===== config.mk =====
export PLATFORM = sky130hd
export DESIGN_NAME = dhpq_ctrl
export DESIGN_NICKNAME = d
export VERILOG_FILES = /design/src/sv/dhpq_pkg.sv /design/src/sv/dhpq_ctrl.sv
export SDC_FILE = /design/constraint.sdc
export NUM_CORES = 1
export LEC_CHECK = 0
export ABC_AREA = 1
export BUFFER_PORTS_ARGS = -buffer_cell sky130_fd_sc_hd__buf_2
export CAP_MARGIN = 10
export CORE_MARGIN = 4
export CORE_UTILIZATION = 45
export DETAILED_ROUTE_END_ITERATION = 7
export PLACE_DENSITY = 0.75
export SYNTH_ARGS = -nofsm -noshare
export SYNTH_HDL_FRONTEND = slang
export SYNTH_SLANG_ARGS = --single-unit

===== constraint.sdc =====
create_clock -name clk -period 1.5 [get_ports clk]
set_input_delay 0.3 -clock clk [delete_from_list [all_inputs] [get_ports clk]]
set_output_delay 0.3 -clock clk [all_outputs]
set_load 0.01 [all_outputs]

===== src/sv/dhpq_pkg.sv =====
// Shared constants, codes and controller/datapath structs for the
// hole-tolerant depth point query block. No dependencies.
package dhpq_pkg;

  localparam int MAX_WIDTH  = 1024;
  localparam int MAX_HEIGHT = 512;
  localparam int MAX_RADIUS = 25;
  localparam int CAND_DEPTH = 4096;
  localparam int N_RADII    = 7;

  localparam int X_W    = $clog2(MAX_WIDTH);
  localparam int Y_W    = $clog2(MAX_HEIGHT);
  localparam int ADDR_W = X_W + Y_W;
  localparam int CI_W   = $clog2(CAND_DEPTH);
  localparam int CN_W   = CI_W + 1;
  localparam int R_W    = 5;
  localparam int K_W    = 3;

  localparam int DEPTH_W = 16;
  localparam int SCALE_W = 32;
  localparam int P_W     = DEPTH_W + SCALE_W;
  localparam int IMG_W   = 13;
  localparam int ABS_W   = 14;
  localparam int HALF_W  = P_W / 2;
  localparam int PP_W    = ABS_W + HALF_W;
  localparam int MAG_W   = 62;
  localparam int NUM_W   = MAG_W - 9;
  localparam int CFG_W   = 32;

  localparam logic OP_WRITE = 1'b0;
  localparam logic OP_QUERY = 1'b1;

  typedef enum logic [2:0] {
    CFG_MAP_WIDTH    = 3'd0,
    CFG_MAP_HEIGHT   = 3'd1,
    CFG_IMAGE_WIDTH  = 3'd2,
    CFG_IMAGE_HEIGHT = 3'd3,
    CFG_UNIT_SCALE   = 3'd4,
    CFG_MAP_ALIGNED  = 3'd5
  } cfg_idx_t;

  typedef enum logic [1:0] {
    ST_OK    = 2'd0,
    ST_BAD   = 2'd1,
    ST_EMPTY = 2'd2
  } status_t;

  typedef struct packed {
    logic store_wr;
    logic load_query;
    logic set_bad;
    logic set_empty;
    logic rad_start;
    logic rad_next;
    logic scan_step;
    logic sel_init;
    logic sel_step;
    logic sel_bit;
    logic mul_p;
    logic mul_axis;
    logic sum;
    logic div_start;
    logic div_take;
    logic axis;
    logic out_load;
  } dp_cmd_t;

  typedef struct packed {
    logic oob;
    logic rad_ok;
    logic k_last;
    logic scan_last;
    logic n_ge3;
    logic n_zero;
    logic sel_last;
    logic bit_last;
    logic div_done;
  } dp_sts_t;

  function automatic logic [R_W-1:0] radius_of(logic [K_W-1:0] k);
    logic [R_W-1:0] r;
    case (k)
      3'd0: r = 5'd1;
      3'd1: r = 5'd2;
      3'd2: r = 5'd3;
      3'd3: r = 5'd5;
      3'd4: r = 5'd10;
      3'd5: r = 5'd15;
      3'd6: r = 5'd25;
      default: r = 5'd25;
    endcase
    return r;
  endfunction

endpackage


===== src/sv/dhpq_ctrl.sv =====
// Sequencer for writes and queries: drives datapath commands, owns the
// handshake flags. Depends on dhpq_pkg.
module dhpq_ctrl import dhpq_pkg::*; (
  input  logic    clk,
  input  logic    rst_n,
  input  logic    in_valid,
  input  logic    in_op,
  output logic    in_ready,
  output logic    out_valid,
  input  logic    out_ready,
  input  dp_sts_t sts,
  output dp_cmd_t cmd
);

  typedef enum logic [4:0] {
    S_IDLE, S_CHECK, S_RAD_CHK, S_SCAN, S_DRAIN, S_EVAL,
    S_SEL_SCAN, S_SEL_DRAIN, S_SEL_BIT, S_MUL_P,
    S_MUL_X, S_SUM_X, S_DST_X, S_DIV_X,
    S_MUL_Y, S_SUM_Y, S_DST_Y, S_DIV_Y, S_RESULT
  } state_t;

  state_t state_r, state_nxt;
  logic   out_valid_r, out_valid_nxt;
  logic   accept;

  assign in_ready  = (state_r == S_IDLE);
  assign out_valid = out_valid_r;
  assign accept    = in_valid && in_ready;

  always_comb begin
    cmd           = '0;
    state_nxt     = state_r;
    out_valid_nxt = out_valid_r && !out_ready;
    cmd.axis      = (state_r == S_MUL_Y) || (state_r == S_DIV_Y);
    case (state_r)
      S_IDLE: begin
        cmd.store_wr   = accept && (in_op == OP_WRITE);
        cmd.load_query = accept && (in_op == OP_QUERY);
        if (cmd.load_query) state_nxt = S_CHECK;
      end
      S_CHECK: begin
        if (sts.oob) begin
          cmd.set_bad = 1'b1;
          state_nxt   = S_RESULT;
        end else begin
          state_nxt = S_RAD_CHK;
        end
      end
      S_RAD_CHK: begin
        if (sts.rad_ok) begin
          cmd.rad_start = 1'b1;
          state_nxt     = S_SCAN;
        end else if (sts.k_last) begin
          state_nxt = S_EVAL;
        end else begin
          cmd.rad_next = 1'b1;
        end
      end
      S_SCAN: begin
        cmd.scan_step = 1'b1;
        if (sts.scan_last) state_nxt = S_DRAIN;
      end
      S_DRAIN: state_nxt = S_EVAL;
      S_EVAL: begin
        if (sts.n_ge3 || sts.k_last) begin
          if (sts.n_zero) begin
            cmd.set_empty = 1'b1;
            state_nxt     = S_RESULT;
          end else begin
            cmd.sel_init = 1'b1;
            state_nxt    = S_SEL_SCAN;
          end
        end else begin
          cmd.rad_next = 1'b1;
          state_nxt    = S_RAD_CHK;
        end
      end
      S_SEL_SCAN: begin
        cmd.sel_step = 1'b1;
        if (sts.sel_last) state_nxt = S_SEL_DRAIN;
      end
      S_SEL_DRAIN: state_nxt = S_SEL_BIT;
      S_SEL_BIT: begin
        cmd.sel_bit = 1'b1;
        state_nxt   = sts.bit_last ? S_MUL_P : S_SEL_SCAN;
      end
      S_MUL_P: begin
        cmd.mul_p = 1'b1;
        state_nxt = S_MUL_X;
      end
      S_MUL_X: begin
        cmd.mul_axis = 1'b1;
        state_nxt    = S_SUM_X;
      end
      S_SUM_X: begin
        cmd.sum   = 1'b1;
        state_nxt = S_DST_X;
      end
      S_DST_X: begin
        cmd.div_start = 1'b1;
        state_nxt     = S_DIV_X;
      end
      S_DIV_X: begin
        if (sts.div_done) begin
          cmd.div_take = 1'b1;
          state_nxt    = S_MUL_Y;
        end
      end
      S_MUL_Y: begin
        cmd.mul_axis = 1'b1;
        state_nxt    = S_SUM_Y;
      end
      S_SUM_Y: begin
        cmd.sum   = 1'b1;
        state_nxt = S_DST_Y;
      end
      S_DST_Y: begin
        cmd.div_start = 1'b1;
        state_nxt     = S_DIV_Y;
      end
      S_DIV_Y: begin
        if (sts.div_done) begin
          cmd.div_take = 1'b1;
          state_nxt    = S_RESULT;
        end
      end
      S_RESULT: begin
        if (!out_valid_r || out_ready) begin
          cmd.out_load  = 1'b1;
          out_valid_nxt = 1'b1;
          state_nxt     = S_IDLE;
        end
      end
      default: state_nxt = S_IDLE;
    endcase
  end

  always_ff @(posedge clk) begin
    if (!rst_n) begin
      state_r     <= S_IDLE;
      out_valid_r <= 1'b0;
    end else begin
      state_r     <= state_nxt;
      out_valid_r <= out_valid_nxt;
    end
  end

endmodule


==> results of run 1 <==
flip-flops by register name, summed over array words and instances (netlist names):
name,count
state_r,5
out_valid,1
worst min path at each step:
| stage | from | endpoint | slack, ns |
|---|---|---|---|
| 6_report | out_ready | out_valid | 0.36 |
| 2_1_floorplan | sts[1] | state_r[3] | 0.47 |
| 3_3_place_gp | out_valid | out_valid | 0.51 |
| 3_5_place_dp | out_valid | out_valid | 0.51 |
| 4_1_cts | out_ready | out_valid | 0.36 |
| 5_1_grt | out_ready | out_valid | 0.40 |
cell families after synthesis:
family,Yosys count,share of synthesized area [%]
AOI/OAI and AO/OA,14,9.79
and+or+nand+nor,98,61.7
DFF,6,14.2
buffers and inverters,29,14.2
metal layers:
metal	part of all wire, %	vias to the layer above	global-route usage (%)
met5	0	-	0
met1	36	584	29.8
met3	8.7	23	2.04
met2	49	94	44.6
li1	-	588	-
met4	5.7	0	17.5
layout make-up:
type,instances,area share [%]
Inverter,27,8.14
Timing Repair Buffer,62,29.1
Multi-Input combinational cell,112,49.5
Sequential cell,6,9.51
Tap cell,25,2.14
Clock buffer,3,1.54
cell usage after synthesis:
| library cell | number |
|---|---|
| buf_6 | 1 |
| buf_4 | 1 |
| nor3_2 | 1 |
| o21ai_4 | 1 |
| a21oi_1 | 10 |
| nor2_4 | 6 |
| inv_2 | 5 |
| o21ai_0 | 2 |
| nor2_1 | 15 |
| nand3_2 | 3 |
| nor2_2 | 8 |
| nand2_2 | 3 |
| dfxtp_1 | 6 |
| nor3_1 | 1 |
| nand4_1 | 3 |
| nand3_1 | 15 |
| nand3b_1 | 2 |
| nand2_1 | 37 |
| inv_1 | 22 |
| a31oi_1 | 1 |
| or2_2 | 2 |
| nand2_4 | 2 |
per-stage QoR:
| step | cells | total power, mW | hold WS, ns | utilization [%] | TNS, ns |
|---|---|---|---|---|---|
| 2_1_floorplan | 147 | 0.851 | 0.467 | - | 0 |
| 3_5_place_dp | 206 | 1.06 | 0.514 | 59.9 | -0.0660 |
| 5_1_grt | 235 | 1.82 | 0.400 | 83.7 | -3.36 |
| 4_1_cts | 226 | 1.47 | 0.359 | 73.8 | -1.07 |
| 3_3_place_gp | 206 | 1.05 | 0.515 | 59.9 | -0.174 |
| 6_report | 235 | 1.73 | 0.360 | 83.7 | -2.08 |
what timing repair did:
item	4_1_cts	5_1_grt
pin swaps	15	14
cloned	0	0
buffers inserted	18	10
gates resized for setup	33	28
endpoints found under the setup margin	22	22
power by group through the flow:
stage / Clock, mW / Combinational (mW) / Sequential (mW)
2_1_floorplan: 0 / 0.623 / 0.229
3_3_place_gp: 0 / 0.789 / 0.258
3_5_place_dp: 0 / 0.803 / 0.259
4_1_cts: 0.155 / 1.04 / 0.278
5_1_grt: 0.176 / 1.35 / 0.296
6_report: 0.166 / 1.28 / 0.293
layout by cell type, fill, tap and decap left out:
cell type	instances
a21oi_1	7
a21oi_2	3
a31oi_1	1
buf_2	28
buf_4	26
buf_6	8
clkbuf_4	3
dfxtp_1	1
dfxtp_4	5
inv_1	20
inv_2	3
inv_4	1
inv_6	3
nand2_1	22
nand2_2	14
nand2_4	5
nand2_8	1
nand3_1	13
nand3_2	4
nand3_4	1
nand3b_1	2
nand4_1	3
nor2_1	13
nor2_2	6
nor2_4	10
nor3_1	1
nor3_2	1
o21ai_0	1
o21ai_1	1
o21ai_4	1
or2_2	2
worst register-to-register path: cells and delay by family, from the launching register on:
kind | cells | cell delay (ns)
AOI/OAI and AO/OA | 1 | 0.17
DFF | 1 | 0.38
buffers and inverters | 4 | 0.42
and+or+nand+nor | 6 | 0.59
==> flow_summary.json, run 1 <==
{
  "status": "finished, violations left",
  "violations": "setup timing",
  "r2r_setup_slack_ns": -0.14,
  "arrival_ns": 1.36,
  "dpl-instance-area_sq_um": 1050,
  "setup_viol": 21,
  "avgRoutedWirePerCell_um": 15.7,
  "cp.depth": 6,
  "initial_core_util_pct": 48.3,
  "drc": 0,
  "yosysTopAreaCell": "nand2_1",
  "place_ws_ns": -0.0258,
  "synthCells": 147,
  "diodes": 0,
  "dr.pass1.iters": 5,
  "yosysWarnings": 0,
  "max-slew-margin-rel_pct": 81.7,
  "grt_remaining_overflow": 0,
  "insertion_delay_ns": 0.26,
  "finalInstanceArea_sq_um": 1460,
  "hold_path.class": "in2reg",
  "critPathMaxStageDelay_ns": 0.38,
  "grtUsageTotal_pct": 25.7,
  "cts_buffers": 3,
  "drt_iter0_drc": 73,
  "timing.critical_path.cells": "inv_6 > nand2_4 > nor2_4 > nand3b_1 > o21ai_1 > buf_2",
  "sequentialPowerShare_pct": 16.9,
  "p_sw_share_pct": 50.4,
  "hold_depth": 4,
  "fmax_mhz": 601,
  "synth.top_cell.area_share_pct": 16.5,
  "portBuffers": 32,
  "cts_max_path_buffers": 2,
  "nNetsFinal": 226,
  "syn_avg_cell_area_sq_um": 5.74,
  "worstSetupEndpointType": "output port",
  "p_clk_share_pct": 9.6,
  "reg2regPathDepth": 11,
  "clk_pin_slew_ns": 0.05,
  "rr_startpoint": "state_r[0]",
  "grt_first_pass_wirelength_mm": 5.05,
  "rows": 15,
  "dp.final_hpwl_mm": 2.05,
  "area_growth_pct": 73.1,
  "rsz0062_at_grt": "true",
  "multi_input_area_sq_um": 723,
  "fill_cells": 116,
  "num_vias": 1289,
  "die_h_um": 51.3,
  "root_buffer": "clkbuf_4",
  "ys_types": 22,
  "maxCapViolCount": 0,
  "critPathBufInv": 2,
  "antenna_found_initial": 0,
  "grt_max_degree": 10,
  "combPwrFrac_pct": 73.5,
  "required_ns": 1.20,
  "internal_power_mw": 0.861,
  "seq_area_frac_synth_pct": 14.2,
  "htreeDepth": 1,
  "postCtsHoldBufs": 0,
  "seq_area_sq_um": 139,
  "crit_start": "state_r[0]",
  "cpLargestDelayFamily": "flip-flops",
  "p_leak_nw": 0.815,
  "fin_skew_ns": 0.00602,
  "tritoncts": "yes",
  "fin_crit_sh_pct": 111,
  "crit_path_start_kind": "flop",
  "slew_viol_final": 0,
  "drtAntennaViolNets": 0,
  "hold_viol": 0,
  "cts.sinks": 6,
  "via_per_inst": 5.49,
  "powerDensity_nw_per_um2": 1190,
  "fp.dieW_um": 51.3,
  "core_area_sq_um": 1750,
  "ys_ff_latch": 6,
  "syn_area_sq_um": 843,
  "synth_fp_nets": 161,
  "io_pins": 33,
  "layout-drive-gt1-share_pct": 59.5,
  "grt_pass1_vias": 1135,
  "worst_pin_slew_ns": 0.273,
  "gp_congestion": 0.944,
  "die_area_sq_um": 2630,
  "synth_area_leaders": "nand2_1 16%, dfxtp_1 14%, inv_1 9.8%, nand3_1 8.9%, nor2_4 8.0%",
  "cp-endpoint": "cmd[11]",
  "routed_wirelength_mm": 3.69,
  "p_switching_mw": 0.874,
  "cp_max_fo": 6,
  "cpMaxStageDelayCell": "dfxtp_4",
  "critPathKind": "reg2out",
  "min_period_ns": 1.66,
  "vdd.ir_drop.worst_mv": 1.18,
  "timing.final.ws_setup_ns": -0.163,
  "reg2reg_to": "state_r[2]"
}
No activity file was read; power rests on OpenSTA's default activity.
==> inputs of run 2 (changes only) <==
- CORE_MARGIN: 4 -> default
- REMOVE_ABC_BUFFERS: default -> 1
==> run 2 against run 1 <==
Critical path type unchanged. Non-clock buffer count grew 4. Sequential share of layout area decreased by 0.74 points. Critical path depth is 1 higher. Via count is 6.4% higher. Cell area rose by 6.5%. The run still ends with setup timing left. Clock power fell by 5%. Final cell count is 1.7% higher. Sequential power barely moved. Combinational power increased by 9%. Sequential cell count stayed put.
==> flow_summary.json, run 2 (synthesis results as in run 1) <==
{
  "status": "finished, violations left",
  "violations": "setup timing",
  "max-slew-margin-rel_pct": 80.8,
  "critPathMaxStageDelay_ns": 0.41,
  "grt_remaining_overflow": 0,
  "postCtsHoldBufs": 0,
  "portBuffers": 32,
  "grtUsageTotal_pct": 31.8,
  "cts_max_path_buffers": 2,
  "worst_pin_slew_ns": 0.288,
  "finalInstanceArea_sq_um": 1560,
  "cpMaxStageDelayCell": "dfxtp_4",
  "drt_iter0_drc": 63,
  "area_growth_pct": 84.4,
  "die_area_sq_um": 2050,
  "maxCapViolCount": 0,
  "via_per_inst": 5.74,
  "required_ns": 1.20,
  "fin_tns_setup_ns": -2.08,
  "initial_core_util_pct": 48.3,
  "gp_congestion": 0.940,
  "setup_viol": 22,
  "powerDensity_nw_per_um2": 1190,
  "root_buffer": "clkbuf_4",
  "rows": 15,
  "fin_crit_sh_pct": 114,
  "rsz0062_at_grt": "true",
  "hold_path.class": "in2reg",
  "grt_max_degree": 8,
  "fin_util_pct": 89.1,
  "clk_pin_slew_ns": 0.05,
  "routed_wirelength_mm": 4.00,
  "fin_skew_ns": 0.00128,
  "dr.pass1.iters": 5,
  "tritoncts": "yes",
  "num_vias": 1371,
  "layout-drive-gt1-share_pct": 61.2,
  "diodes": 0,
  "p_leak_nw": 0.840,
  "crit_path_start_kind": "flop",
  "dpl-instance-area_sq_um": 1070,
  "die_h_um": 45.3,
  "critPathBufInv": 3,
  "hold_viol": 0,
  "critPathKind": "reg2out",
  "htreeDepth": 1,
  "core_area_sq_um": 1750,
  "antenna_found_initial": 0,
  "grt_pass1_vias": 1042,
  "avgRoutedWirePerCell_um": 16.7,
  "cts.sinks": 6,
  "io_pins": 33,
  "drtAntennaViolNets": 0,
  "vdd.ir_drop.worst_mv": 1.25,
  "fmax_mhz": 583,
  "min_period_ns": 1.72,
  "cpLargestDelayFamily": "simple AND/OR/NAND/NOR gates",
  "largest_register_ffs": 5,
  "final_common_cell": "buf_2",
  "slew_viol_final": 0,
  "layout_common_cells": "26 x buf_2, 24 x nand2_1, 24 x buf_4, 18 x inv_1",
  "insertion_delay_ns": 0.25,
  "fp.dieW_um": 45.3,
  "timing.final.ws_setup_ns": -0.215,
  "nNetsFinal": 230,
  "cp_max_fo": 5,
  "grt_first_pass_wirelength_mm": 4.66,
  "timing.critical_path.cells": "inv_6 > nor2_4 > nand2_2 > nor2_1 > nand2_1 > inv_1 > buf_2",
  "drc": 0,
  "dp.final_hpwl_mm": 2.01,
  "place_ws_ns": -0.0191,
  "arrival_ns": 1.42,
  "worstSetupEndpointType": "output port",
  "largest_register": "state_r",
  "cts_buffers": 3
}
run 2: cell types whose count changed in the layout (fill, tap and decap cells not counted), sizes merged:
cell and delta:
buf +4
run 2: through the flow:
| step | cells | hold slack, ns | total power, mW |
|---|---|---|---|
| 3_5_place_dp | 209 | 0.507 | 1.07 |
| 5_1_grt | 239 | 0.356 | 1.94 |
| 2_1_floorplan | 145 | 0.467 | 0.826 |
| 3_3_place_gp | 209 | 0.506 | 1.05 |
| 4_1_cts | 229 | 0.339 | 1.49 |
| 6_report | 239 | 0.335 | 1.85 |
run 2: final cells by class:
class | count | area (sq um)
Fill cell | 90 | 190
Sequential cell | 6 | 136
Multi-Input combinational cell | 112 | 741
Tap cell | 25 | 31.3
Inverter | 27 | 116
Timing Repair Buffer | 66 | 508
Clock buffer | 3 | 22.5
run 2: path summary, 6_finish.rpt:
check | depth (start not counted) | slack [ns] | startpoint | end
worst max-delay path | 7 | -0.22 | state_r[0] | cmd[14]
worst min register to register | 2 | 0.54 | out_valid | out_valid
worst max register to register | 10 | -0.08 | state_r[1] | state_r[0]
worst min-delay path | 3 | 0.34 | sts[1] | state_r[3]
run 2: power by group:
group	internal, mW	switching [mW]	leakage (nW)
registers	0.202	0.0931	0.0522
logic	0.637	0.764	0.774
clock network	0.0910	0.0661	0.0138
total	0.930	0.923	0.840
run 2: what timing repair did:
| item | 4_1_cts | 5_1_grt |
|---|---|---|
| setup endpoints to repair | 20 | 22 |
| pin swaps | 12 | 20 |
| resized for setup | 28 | 41 |
| setup buffers | 18 | 11 |
run 2: tightest hold or removal path: stages:
cell and delay [ns]:
buf_2 0.11, nand2_1 0.06, a31oi_1 0.07
run 2: layer usage:
layer / routed length (um) / track usage [%] / vias up
met1: 1480 / 39.9 / 627
met2: 1890 / 54.5 / 115
li1: - / - / 603
met5: 0 / 0 / -
met3: 413 / 5.60 / 26
met4: 204 / 10.3 / 0
